--- config.mk ---
export PLATFORM = sky130hd
export DESIGN_NAME = zoom_position_shuttle_controller
export DESIGN_NICKNAME = d
export VERILOG_FILES = /design/src/rtl/zpsc_pkg.sv /design/src/rtl/zoom_position_shuttle_controller.sv /design/src/rtl/zpsc_regs.sv /design/src/rtl/zpsc_ctrl.sv /design/src/rtl/zpsc_dp.sv
export VERILOG_INCLUDE_DIRS = /design/src /design/src/rtl
export SDC_FILE = /design/constraint.sdc
export NUM_CORES = 2
export LEC_CHECK = 0
export BUFFER_PORTS_ARGS = -buffer_cell sky130_fd_sc_hd__buf_2
export CORE_MARGIN = 2
export CORE_UTILIZATION = 30
export DETAILED_ROUTE_END_ITERATION = 8
export RECOVER_POWER = 50
export SLEW_MARGIN = 20
export SYNTH_ARGS = -nofsm -noshare
export SYNTH_HDL_FRONTEND = slang
export SYNTH_SLANG_ARGS = --single-unit
--- constraint.sdc ---
create_clock -name clk -period 20.2 [get_ports clk]
set_clock_uncertainty 0.1 [all_clocks]
set_input_delay 5.05 -clock clk [delete_from_list [all_inputs] [get_ports clk]]
set_output_delay 5.05 -clock clk [all_outputs]
set_load 0.005 [all_outputs]
--- src/rtl/assert_macros.svh ---
// ----------------------------------------------------------------------------
// Assertion macros
// Shared concurrent assertion forms for the zoom shuttle controller.
// ----------------------------------------------------------------------------
`ifndef ASSERT_MACROS_SVH
`define ASSERT_MACROS_SVH

// The consequent must hold in the same cycle as the antecedent.
`define ASSERT_IMPLIES(lbl, clk, rst_n, ante, cons) \
    lbl: assert property (@(posedge clk) disable iff (!rst_n) (ante) |-> (cons)) \
        else $error("Assertion failed: same-cycle implication.");

// The consequent must hold in the cycle after the antecedent.
`define ASSERT_NEXT(lbl, clk, rst_n, ante, cons) \
    lbl: assert property (@(posedge clk) disable iff (!rst_n) (ante) |=> (cons)) \
        else $error("Assertion failed: next-cycle implication.");

`endif

--- src/rtl/zpsc_pkg.sv ---
// ----------------------------------------------------------------------------
// zpsc_pkg
// Types and constants shared by the zoom position shuttle controller.
// ----------------------------------------------------------------------------
`default_nettype none

package zpsc_pkg;

    localparam int POSITION_BITS = 16;
    localparam int MIN_POSITION  = 200;
    localparam int DEADBAND      = 50;
    localparam int FOV_BITS      = 11;
    localparam int DIV_CNT_W     = $clog2(FOV_BITS);

    localparam logic [15:0] MAX_POSITION_RESET = 16'd8000;
    localparam logic [10:0] WIDE_ANGLE_RESET   = 11'd371;

    localparam logic signed [15:0] SPEED_POS_THRESHOLD = 16'sd6554;
    localparam logic signed [15:0] SPEED_NEG_THRESHOLD = -16'sd6554;

    localparam logic [63:0] LIM_CAP_WIDE = (64'd1 << POSITION_BITS) - 64'd1;
    localparam logic [15:0] LIM_CAP      = (POSITION_BITS >= 16) ? 16'hFFFF
                                                                 : LIM_CAP_WIDE[15:0];

    typedef enum logic [1:0] {
        OP_TICK       = 2'd0,
        OP_SET_TARGET = 2'd1,
        OP_RELATIVE   = 2'd2,
        OP_STOP       = 2'd3
    } op_t;

    typedef enum logic [1:0] {
        DRIVE_STOP = 2'd0,
        DRIVE_IN   = 2'd1,
        DRIVE_OUT  = 2'd2
    } drive_t;

    typedef enum logic [0:0] {
        REG_MAX_POSITION = 1'b0,
        REG_WIDE_ANGLE   = 1'b1
    } reg_idx_t;

    typedef enum logic [2:0] {
        S_IDLE,
        S_EXEC,
        S_TICK_DECIDE,
        S_TGT_CLAMP,
        S_FOV_MUL,
        S_DIV_INIT,
        S_DIV_STEP,
        S_OUT_WAIT
    } state_t;

    typedef struct packed {
        logic capture;
        logic exec;
        logic tick_decide;
        logic tgt_clamp;
        logic fov_mul;
        logic div_init;
        logic div_step;
        logic out_load;
    } cmd_t;

    typedef struct packed {
        op_t op;
    } status_t;

endpackage

`default_nettype wire

--- src/rtl/zoom_position_shuttle_controller.sv ---
// Zoom position shuttle controller.
// Input channel (in_valid / in_stall) carries one beat per command: op selects
// a tick (elapsed_ms), a set-target call (zoom_factor), a relative speed
// (speed) or a stop-shuttle call. Every input beat yields exactly one output
// beat (out_valid / out_stall) with position, target, drive, shuttling,
// zooming and field_of_view.
// Sequence: capture, execute, then for ticks the shuttle decision and for
// set-target calls the target clamp, then the field-of-view multiply, the
// divider set-up, the eleven-step restoring divider and the output load. The
// block returns to idle as out_valid rises and takes no new beat before then.
// A finished result sits in the output register; the next input beat is taken
// while it waits. If the receiver still stalls when the following result is
// ready, the block holds in its last step until the waiting beat is taken.
// Reset is asynchronous and active low: position returns to 8000, target and
// all flags clear, registers return to 8000 and 371, and no beat is pending.
// The register port is APB style: max_position at offset 0, wide_angle at 4.
// ----------------------------------------------------------------------------
// zoom_position_shuttle_controller
// Top level: register bank, sequencer and datapath.
// ----------------------------------------------------------------------------
`default_nettype none

module zoom_position_shuttle_controller (
    input  wire logic               clk,
    input  wire logic               rst_n,
    input  wire logic               psel,
    input  wire logic               penable,
    input  wire logic               pwrite,
    input  wire logic        [2:0]  paddr,
    input  wire logic        [31:0] pwdata,
    output logic             [31:0] prdata,
    output logic                    pready,
    input  wire logic               in_valid,
    output logic                    in_stall,
    input  wire logic        [1:0]  op,
    input  wire logic        [15:0] elapsed_ms,
    input  wire logic        [15:0] zoom_factor,
    input  wire logic signed [15:0] speed,
    output logic                    out_valid,
    input  wire logic               out_stall,
    output logic             [15:0] position,
    output logic             [15:0] target,
    output logic             [1:0]  drive,
    output logic                    shuttling,
    output logic                    zooming,
    output logic             [10:0] field_of_view
);

    logic [15:0]        max_position;
    logic [10:0]        wide_angle;
    zpsc_pkg::cmd_t     cmd;
    zpsc_pkg::status_t  status;

    zpsc_regs u_regs (
        .clk          (clk),
        .rst_n        (rst_n),
        .psel         (psel),
        .penable      (penable),
        .pwrite       (pwrite),
        .paddr        (paddr),
        .pwdata       (pwdata),
        .prdata       (prdata),
        .pready       (pready),
        .max_position (max_position),
        .wide_angle   (wide_angle)
    );

    zpsc_ctrl u_ctrl (
        .clk       (clk),
        .rst_n     (rst_n),
        .in_valid  (in_valid),
        .in_stall  (in_stall),
        .out_valid (out_valid),
        .out_stall (out_stall),
        .status    (status),
        .cmd       (cmd)
    );

    zpsc_dp u_dp (
        .clk           (clk),
        .rst_n         (rst_n),
        .cmd           (cmd),
        .status        (status),
        .max_position  (max_position),
        .wide_angle    (wide_angle),
        .op            (op),
        .elapsed_ms    (elapsed_ms),
        .zoom_factor   (zoom_factor),
        .speed         (speed),
        .position      (position),
        .target        (target),
        .drive         (drive),
        .shuttling     (shuttling),
        .zooming       (zooming),
        .field_of_view (field_of_view)
    );

endmodule

`default_nettype wire

--- src/rtl/zpsc_regs.sv ---
// ----------------------------------------------------------------------------
// zpsc_regs
// APB-style register bank holding the travel limit and the wide angle.
// ----------------------------------------------------------------------------
`default_nettype none

module zpsc_regs (
    input  wire logic        clk,
    input  wire logic        rst_n,
    input  wire logic        psel,
    input  wire logic        penable,
    input  wire logic        pwrite,
    input  wire logic [2:0]  paddr,
    input  wire logic [31:0] pwdata,
    output logic      [31:0] prdata,
    output logic             pready,
    output logic      [15:0] max_position,
    output logic      [10:0] wide_angle
);

    logic [15:0] max_position_reg;
    logic [10:0] wide_angle_reg;
    logic        wr_en;
    zpsc_pkg::reg_idx_t idx;

    assign pready = 1'b1;
    assign wr_en  = psel && penable && pwrite;
    // Word addressing: the byte-offset bits are ignored.
    assign idx    = zpsc_pkg::reg_idx_t'(paddr[2]);

    always_ff @(posedge clk or negedge rst_n)
    begin
        if (!rst_n)
        begin
            max_position_reg <= zpsc_pkg::MAX_POSITION_RESET;
            wide_angle_reg   <= zpsc_pkg::WIDE_ANGLE_RESET;
        end
        else if (wr_en)
        begin
            unique case (idx)
                zpsc_pkg::REG_MAX_POSITION: max_position_reg <= pwdata[15:0];
                zpsc_pkg::REG_WIDE_ANGLE:   wide_angle_reg   <= pwdata[10:0];
                default: ;
            endcase
        end
    end

    always_comb
    begin
        unique case (idx)
            zpsc_pkg::REG_MAX_POSITION: prdata = {16'd0, max_position_reg};
            zpsc_pkg::REG_WIDE_ANGLE:   prdata = {21'd0, wide_angle_reg};
            default:                    prdata = 32'd0;
        endcase
    end

    assign max_position = max_position_reg;
    assign wide_angle   = wide_angle_reg;

endmodule

`default_nettype wire

--- src/rtl/zpsc_ctrl.sv ---
// ----------------------------------------------------------------------------
// zpsc_ctrl
// Sequencer: steps each item through update, field-of-view multiply,
// division and output load, and owns both handshakes.
// ----------------------------------------------------------------------------
`default_nettype none

`include "assert_macros.svh"

module zpsc_ctrl (
    input  wire logic               clk,
    input  wire logic               rst_n,
    input  wire logic               in_valid,
    output logic                    in_stall,
    output logic                    out_valid,
    input  wire logic               out_stall,
    input  wire zpsc_pkg::status_t  status,
    output zpsc_pkg::cmd_t          cmd
);

    localparam int CW = zpsc_pkg::DIV_CNT_W;
    localparam logic [CW-1:0] LAST_STEP = CW'(zpsc_pkg::FOV_BITS - 1);

    zpsc_pkg::state_t state_reg, state_next;
    logic [CW-1:0]    div_cnt_reg, div_cnt_next;
    logic             out_valid_reg, out_valid_next;

    always_ff @(posedge clk or negedge rst_n)
    begin
        if (!rst_n)
        begin
            state_reg     <= zpsc_pkg::S_IDLE;
            div_cnt_reg   <= '0;
            out_valid_reg <= 1'b0;
        end
        else
        begin
            state_reg     <= state_next;
            div_cnt_reg   <= div_cnt_next;
            out_valid_reg <= out_valid_next;
        end
    end

    always_comb
    begin
        state_next   = state_reg;
        div_cnt_next = div_cnt_reg;
        cmd          = '0;
        in_stall     = 1'b1;
        // A beat on the output clears the valid unless a new result is loaded.
        out_valid_next = out_valid_reg && out_stall;

        unique case (state_reg)
            zpsc_pkg::S_IDLE:
            begin
                in_stall = 1'b0;
                if (in_valid)
                begin
                    cmd.capture = 1'b1;
                    state_next  = zpsc_pkg::S_EXEC;
                end
            end
            zpsc_pkg::S_EXEC:
            begin
                cmd.exec = 1'b1;
                case (status.op)
                    zpsc_pkg::OP_TICK:       state_next = zpsc_pkg::S_TICK_DECIDE;
                    zpsc_pkg::OP_SET_TARGET: state_next = zpsc_pkg::S_TGT_CLAMP;
                    default:                 state_next = zpsc_pkg::S_FOV_MUL;
                endcase
            end
            zpsc_pkg::S_TICK_DECIDE:
            begin
                cmd.tick_decide = 1'b1;
                state_next      = zpsc_pkg::S_FOV_MUL;
            end
            zpsc_pkg::S_TGT_CLAMP:
            begin
                cmd.tgt_clamp = 1'b1;
                state_next    = zpsc_pkg::S_FOV_MUL;
            end
            zpsc_pkg::S_FOV_MUL:
            begin
                cmd.fov_mul = 1'b1;
                state_next  = zpsc_pkg::S_DIV_INIT;
            end
            zpsc_pkg::S_DIV_INIT:
            begin
                cmd.div_init = 1'b1;
                div_cnt_next = '0;
                state_next   = zpsc_pkg::S_DIV_STEP;
            end
            zpsc_pkg::S_DIV_STEP:
            begin
                cmd.div_step = 1'b1;
                div_cnt_next = div_cnt_reg + CW'(1);
                if (div_cnt_reg == LAST_STEP)
                begin
                    state_next = zpsc_pkg::S_OUT_WAIT;
                end
            end
            zpsc_pkg::S_OUT_WAIT:
            begin
                if (!out_valid_reg || !out_stall)
                begin
                    cmd.out_load   = 1'b1;
                    out_valid_next = 1'b1;
                    state_next     = zpsc_pkg::S_IDLE;
                end
            end
            default:
            begin
                state_next = zpsc_pkg::S_IDLE;
            end
        endcase
    end

    assign out_valid = out_valid_reg;

    `ASSERT_NEXT(a_accept_starts_exec, clk, rst_n, in_valid && !in_stall, state_reg == zpsc_pkg::S_EXEC)
    `ASSERT_IMPLIES(a_load_no_overwrite, clk, rst_n, cmd.out_load, !out_valid_reg || !out_stall)
    `ASSERT_IMPLIES(a_div_count_range, clk, rst_n, state_reg == zpsc_pkg::S_DIV_STEP, div_cnt_reg <= LAST_STEP)
    `ASSERT_NEXT(a_load_sets_valid, clk, rst_n, cmd.out_load, out_valid_reg)

endmodule

`default_nettype wire

--- src/rtl/zpsc_dp.sv ---
// ----------------------------------------------------------------------------
// zpsc_dp
// Datapath: position and target state, shuttle flags, the shared product
// register and a bit-per-cycle restoring divider for the field of view.
// ----------------------------------------------------------------------------
`default_nettype none

`include "assert_macros.svh"

module zpsc_dp (
    input  wire logic               clk,
    input  wire logic               rst_n,
    input  wire zpsc_pkg::cmd_t     cmd,
    output zpsc_pkg::status_t       status,
    input  wire logic        [15:0] max_position,
    input  wire logic        [10:0] wide_angle,
    input  wire logic        [1:0]  op,
    input  wire logic        [15:0] elapsed_ms,
    input  wire logic        [15:0] zoom_factor,
    input  wire logic signed [15:0] speed,
    output logic             [15:0] position,
    output logic             [15:0] target,
    output logic             [1:0]  drive,
    output logic                    shuttling,
    output logic                    zooming,
    output logic             [10:0] field_of_view
);

    localparam int QB = zpsc_pkg::FOV_BITS;
    localparam logic [16:0] MIN17  = 17'(zpsc_pkg::MIN_POSITION);
    localparam logic [16:0] BAND17 = 17'(zpsc_pkg::DEADBAND);
    localparam logic [QB-1:0] Q_SAT = {QB{1'b1}};

    // Item state
    logic [15:0] pos_reg, tgt_reg;
    logic        din_reg, dout_reg, shut_reg, rin_reg, rout_reg;

    // Captured item
    zpsc_pkg::op_t      op_reg;
    logic [15:0]        elapsed_reg, zf_reg;
    logic signed [15:0] speed_reg;

    // Arithmetic
    logic [31:0]   prod_reg;
    logic [15:0]   rem_reg;
    logic [QB-1:0] nlow_reg, quo_reg;
    logic          skip_reg;

    // Result beat
    logic [15:0]   position_reg, target_reg;
    logic [1:0]    drive_reg;
    logic          shuttling_reg, zooming_reg;
    logic [QB-1:0] fov_reg;

    logic [15:0] lim;
    logic [16:0] pos17, lim17, sum17, tgt_dec17, tset17, tmin17;
    logic [15:0] tgt_dec, tgt_set;
    logic [26:0] dividend;
    logic        fov_sat;
    logic [16:0] rem_ext;
    logic        rem_ge;

    assign lim   = (max_position < zpsc_pkg::LIM_CAP) ? max_position : zpsc_pkg::LIM_CAP;
    assign pos17 = {1'b0, pos_reg};
    assign lim17 = {1'b0, lim};
    assign sum17 = pos17 + {1'b0, elapsed_reg};

    // Target seen by the shuttle decision: relative out mode overrides in mode.
    assign tgt_dec   = rout_reg ? 16'd0 : (rin_reg ? lim : tgt_reg);
    assign tgt_dec17 = {1'b0, tgt_dec};

    assign tset17  = prod_reg[31:15];
    assign tmin17  = (tset17 < MIN17) ? MIN17 : tset17;
    assign tgt_set = (tmin17 > lim17) ? lim : tmin17[15:0];

    assign dividend = prod_reg[26:0];
    assign fov_sat  = (lim == 16'd0) || (dividend >= {lim, {QB{1'b0}}});
    assign rem_ext  = {rem_reg, nlow_reg[QB-1]};
    assign rem_ge   = rem_ext >= lim17;

    always_ff @(posedge clk or negedge rst_n)
    begin
        if (!rst_n)
        begin
            pos_reg  <= zpsc_pkg::MAX_POSITION_RESET;
            tgt_reg  <= 16'd0;
            din_reg  <= 1'b0;
            dout_reg <= 1'b0;
            shut_reg <= 1'b0;
            rin_reg  <= 1'b0;
            rout_reg <= 1'b0;
        end
        else if (cmd.exec)
        begin
            case (op_reg)
                zpsc_pkg::OP_TICK:
                begin
                    if (din_reg)
                    begin
                        if (pos17 < ({1'b0, elapsed_reg} + MIN17))
                        begin
                            pos_reg  <= MIN17[15:0];
                            shut_reg <= 1'b0;
                        end
                        else
                        begin
                            pos_reg <= pos_reg - elapsed_reg;
                        end
                    end
                    else if (dout_reg)
                    begin
                        if (sum17 > lim17)
                        begin
                            pos_reg  <= lim;
                            shut_reg <= 1'b0;
                        end
                        else
                        begin
                            pos_reg <= sum17[15:0];
                        end
                    end
                end
                zpsc_pkg::OP_RELATIVE:
                begin
                    if (speed_reg >= zpsc_pkg::SPEED_POS_THRESHOLD)
                    begin
                        rin_reg  <= 1'b1;
                        shut_reg <= 1'b1;
                    end
                    else if (speed_reg <= zpsc_pkg::SPEED_NEG_THRESHOLD)
                    begin
                        rout_reg <= 1'b1;
                        shut_reg <= 1'b1;
                    end
                    else
                    begin
                        rin_reg  <= 1'b0;
                        rout_reg <= 1'b0;
                        shut_reg <= 1'b0;
                    end
                end
                zpsc_pkg::OP_STOP:
                begin
                    shut_reg <= 1'b0;
                end
                default: ;
            endcase
        end
        else if (cmd.tick_decide)
        begin
            tgt_reg <= tgt_dec;
            if (shut_reg && (tgt_dec != pos_reg) && ((tgt_dec17 + BAND17) < pos17))
            begin
                din_reg  <= 1'b1;
                dout_reg <= 1'b0;
            end
            else if (shut_reg && (tgt_dec != pos_reg) && (tgt_dec17 > (pos17 + BAND17)))
            begin
                din_reg  <= 1'b0;
                dout_reg <= 1'b1;
            end
            else
            begin
                din_reg  <= 1'b0;
                dout_reg <= 1'b0;
                shut_reg <= 1'b0;
            end
        end
        else if (cmd.tgt_clamp)
        begin
            tgt_reg <= tgt_set;
            if (tgt_set != pos_reg)
            begin
                shut_reg <= 1'b1;
            end
        end
    end

    // Capture, arithmetic and result registers carry no reset.
    always_ff @(posedge clk)
    begin
        if (cmd.capture)
        begin
            op_reg      <= zpsc_pkg::op_t'(op);
            elapsed_reg <= elapsed_ms;
            zf_reg      <= zoom_factor;
            speed_reg   <= speed;
        end

        if (cmd.exec)
        begin
            prod_reg <= 32'(zf_reg) * 32'(lim);
        end
        else if (cmd.fov_mul)
        begin
            prod_reg <= 32'(wide_angle) * 32'(pos_reg);
        end

        if (cmd.div_init)
        begin
            rem_reg  <= dividend[26:QB];
            nlow_reg <= dividend[QB-1:0];
            skip_reg <= fov_sat;
            quo_reg  <= (lim == 16'd0) ? '0 : Q_SAT;
        end
        else if (cmd.div_step && !skip_reg)
        begin
            nlow_reg <= {nlow_reg[QB-2:0], 1'b0};
            if (rem_ge)
            begin
                rem_reg <= 16'(rem_ext - lim17);
                quo_reg <= {quo_reg[QB-2:0], 1'b1};
            end
            else
            begin
                rem_reg <= rem_ext[15:0];
                quo_reg <= {quo_reg[QB-2:0], 1'b0};
            end
        end

        if (cmd.out_load)
        begin
            position_reg  <= pos_reg;
            target_reg    <= tgt_reg;
            drive_reg     <= din_reg  ? zpsc_pkg::DRIVE_IN :
                             dout_reg ? zpsc_pkg::DRIVE_OUT : zpsc_pkg::DRIVE_STOP;
            shuttling_reg <= shut_reg;
            zooming_reg   <= din_reg || dout_reg || shut_reg;
            fov_reg       <= quo_reg;
        end
    end

    assign status.op     = op_reg;
    assign position      = position_reg;
    assign target        = target_reg;
    assign drive         = drive_reg;
    assign shuttling     = shuttling_reg;
    assign zooming       = zooming_reg;
    assign field_of_view = fov_reg;

    // The drive flags are set by the shuttle decision alone and never together.
    `ASSERT_IMPLIES(a_drive_exclusive, clk, rst_n, 1'b1, !(din_reg && dout_reg))
    // The partial remainder stays below the divisor throughout the division.
    `ASSERT_IMPLIES(a_rem_below_lim, clk, rst_n, cmd.div_step && !skip_reg, rem_reg < lim)

endmodule

`default_nettype wire

==> qor_table.md <==
| Stage | Metric | Value |
| --- | --- | --- |
| clock network | Clock Sinks | 240 |
| synthesis | Number of instances in the synthesized netlist | 3194 |
| clock network | Source-to-sink clock delay at the later pin of the worst-skew pair | 610 ps |
| layout | Area growth syn-to-layout | 9.75% |
| synthesis | Yosys top cell area share | 0.217 |
| worst setup path | Required time worst endpoint | 15050 ps |
| synthesis | Synthesized-area fraction occupied by adder cells | 0.349 |
| worst setup path | Critical path arrival | 6470 ps |
| sta | Slew at the pin with the worst max-slew slack | 4220 ps |
| synthesis | Yosys Warn Count | 0 |
| floorplan | Core Box Area | 98300 sq um |
| place | GP Congestion | 0.930 |
| clock network | Maximum level of the CTS H-tree | 1 |
| floorplan | Die Wd | 319 um |
| sta | Final hold vios | 0 |
| synthesis | Post-synthesis share of cell area spent on xor and xnor gates | 0.0434 |
| synthesis | Part of the Yosys area used for sequential elements | 0.231 |
| clock network | Number of CTS-inserted buffers | 30 |
| worst setup path | Slowest stage delay, CP | 870 ps |
| sta | Highest achievable clock rate | 86.0 MHz |
| run status | Violated checks | capacitance limit, slew limit |
| clock network | Number of instances resized during post-cts repair | 0 |
| floorplan | Number of top-level pins | 174 |
| worst setup path | Crit path launch type | primary input |
| layout | Layout cells sized above 1 | 0.0880 |
| routing | ANT nets after route | 0 |
| worst setup path | Nature of the critical path endpoint | primary output |
| synthesis | Mux contribution to synthesized area | 0.0277 |
| layout | Number of standard cells in the final layout excluding fillers | 4562 |
| routing | Drt first pass iters | 5 |
| worst setup path | Kind of cell adding the most delay to the critical path | compound AO/OA/AOI/OAI gates |
| worst setup path | Cell-by-cell trace of the critical path | buf_2 > o21ai_0 > buf_2 |
| clock network | Maximum clock path buffer count | 3 |
| synthesis | Cell type with the highest aggregate area in the netlist | sky130_fd_sc_hd__fa_1 |
| global routing | Antenna violations before repair | 4 |
| global routing | First-pass GRT wire length | 140000 um |
| sta | Worst hold slack after final layout | 346 ps |
| sta | Number of setup violations in the final report | 0 |
| sta | Final period demand of the worst path | 11620 ps |
| clock network | CTS tree | done |
| clock network | Clock root buffer master | sky130_fd_sc_hd__clkbuf_16 |
| synthesis | Leading post-synthesis cells by cell area | sky130_fd_sc_hd__fa_1 22%, sky130_fd_sc_hd__edfxtp_1 17%, sky130_fd_sc_hd__ha_1 13%, sky130_fd_sc_hd__inv_1 5.5%, sky130_fd_sc_hd__nand2_1 5.1% |
| run status | Status | finished, violations left |
| worst hold path | Min-Delay Path Class | flip-flop to flip-flop |
| routing | Drt total wl | 90000 um |
| worst setup path | Max stage delay cell, worst path | sky130_fd_sc_hd__o21ai_0 |
| place | Number of input and output port buffers inserted | 138 |
| floorplan | Die height | 319 um |
| global routing | Pin count of the biggest net entering global routing | 73 |
| sta | Final worst-path cycle share | 0.575 |
| synthesis | Synth Register Bits | 240 |
| sta | Unrepaired setup endpoints after global routing | no |
| clock network | Number of hold buffers added after CTS | 0 |
| sta | Worst-case headroom to the max-slew limit | -1.81 |
| routing | Average vias per placed instance | 5.05 |
| synthesis | Area of the mapped netlist | 29700 sq um |
| layout | Final-stage net count | 3976 |
| routing | Number of design rule violations left after detail routing | 0 |
| synthesis | Fraction of the mapped netlist area in compound gates | 0.110 |
| place | HPWL Detailed | 67500 um |
| synthesis | Number of flops mapped to enable cells by yosys | 168 |
| routing | Mean routed wirelength per cell | 19.7 um |
| worst setup path | CP bufs+invs | 2 |
| worst setup path | Critical path class | primary input to primary output |
| place | Placed Cells incl. Taps | 4505 |
| place | Post-Place Cell Area | 31600 sq um |
| layout | Flip-flop count of the largest register after layout | 32 |
| global routing | Grt ovf | 0 |
| synthesis | Top flip-flop cell by instance count after synthesis | sky130_fd_sc_hd__edfxtp_1 |
| routing | Routed via count | 23000 |
| synthesis | Main combinational cell family by area after synthesis | adder cells |
| layout | Final Instance Area | 32600 sq um |
| worst setup path | Worst-path maximum fanout | 29 |
| routing | DRC violation total after the first TritonRoute iteration | 1799 |
| run | Max-cap viol count | 10 |
| synthesis | Count of cell types in the netlist | 91 |
| global routing | Number of global-route vias before repair | 23100 |
| global routing | Global-route total usage across every layer | 0.177 |
| floorplan | Die Area | 101000 sq um |
| synthesis | Fraction of registers with async set or reset after synthesis | 0.300 |
| clock network | Post-CTS setup buffers | 0 |
| floorplan | Standard-cell row count | 115 |
| floorplan | Initial core utilization | 0.302 |
| sta | Summed negative setup slack over all endpoints | 0 ps |
| worst setup path | Cell repeated most along the worst path | sky130_fd_sc_hd__buf_2 |
| synthesis | Avg Synthesized Cell Area | 9.29 sq um |
| synthesis | Simple logic cell fraction of the synthesized area | 0.156 |
| clock network | Clock transition at path regs | 60 ps |
| sta | Final Max Slew Viols | 342 |
[layout by cell type, fill, tap and decap left out, drive strengths merged, types with 69 or more instances in the layout]
master,count
nand2,406
fa,322
inv,441
and2,190
a21oi,135
edfxtp,168
o21ai,127
buf,162
ha,312
clkbuf,69
nor2,176
xnor2,101
[kinds of logic (layout without fill, tap and decap cells)]
logic type | after synthesis | count (layout)
multiplexers | 78 | 78
AND/OR/NAND/NOR | 974 | 974
flip-flops | 240 | 240
AO/OA/AOI/OAI | 504 | 504
XOR/XNOR | 147 | 147
buffers and inverters | 615 | 680
other | 2 | 18
adder cells (fa/ha/maj) | 634 | 634
[final cells by class]
type | instances | area [sq um]
Tap cell | 1287 | 1610
Clock inverter | 10 | 103
Fill cell | 10200 | 65700
Inverter | 439 | 1650
Timing Repair Buffer | 185 | 970
Antenna cell | 1 | 2.50
Sequential cell | 240 | 6870
Clock buffer | 46 | 925
Multi-Input combinational cell | 2354 | 20500
[metrics by stage]
stage          setup WS, ps   util
3_3_place_gp           8620  0.322
6_report               8580  0.332
2_1_floorplan          9340      -
3_5_place_dp           8620  0.322
4_1_cts                8610  0.332
5_1_grt                8550  0.331
[final timing paths]
check                                                     end  slack, ps  depth (start not counted)                          startpoint
setup / recovery                                    prdata[0]       8580                          3                            paddr[2]
hold / removal               u_dp.field_of_view[10]$_DFFE_PP_        350                          0          u_dp.quo_reg[10]$_DFFE_PP_
setup reg to reg                  u_dp.prod_reg[25]$_DFFE_PP_      12640                         20  u_regs.max_position[4]$_DFFE_PN0P_
hold reg to reg              u_dp.field_of_view[10]$_DFFE_PP_        350                          0          u_dp.quo_reg[10]$_DFFE_PP_
max in group asynchronous  u_regs.max_position[2]$_DFFE_PN0P_      11690                          2                               rst_n
min in group asynchronous           u_dp.dout_reg$_DFFE_PN0P_       5930                          2                               rst_n
[per-layer routing]
metal | global-route usage | vias up | part of all wire
met2 | 0.302 | 741 | 0.48
met5 | 0 | - | 0.00029
met1 | 0.228 | 11500 | 0.41
li1 | - | 10600 | -
met4 | 0.0711 | 4 | 0.044
met3 | 0.0212 | 170 | 0.063
[synthesized netlist by cell type, drive strengths merged, types with 12 or more instances]
master  instances
o221ai         17
nor4           13
fa            322
clkbuf        137
xnor2         101
a21o           43
nor2          176
mux2i          44
a211oi         20
edfxtp        168
dfrtp          54
nand2         406
and3           13
mux2           34
nand4          27
nor2b          17
dfstp          18
nand3          36
nor3           41
or3            13
ha            312
a21boi         12
nand2b         15
a21oi         135
inv           438
o31ai          18
a31oi          13
o21a           23
o211ai         21
buf            39
and2          190
o21ai         127
xor2           46
Power is not shown: default switching activity piles up to over one toggle a cycle in this logic, so the estimate is an artifact.
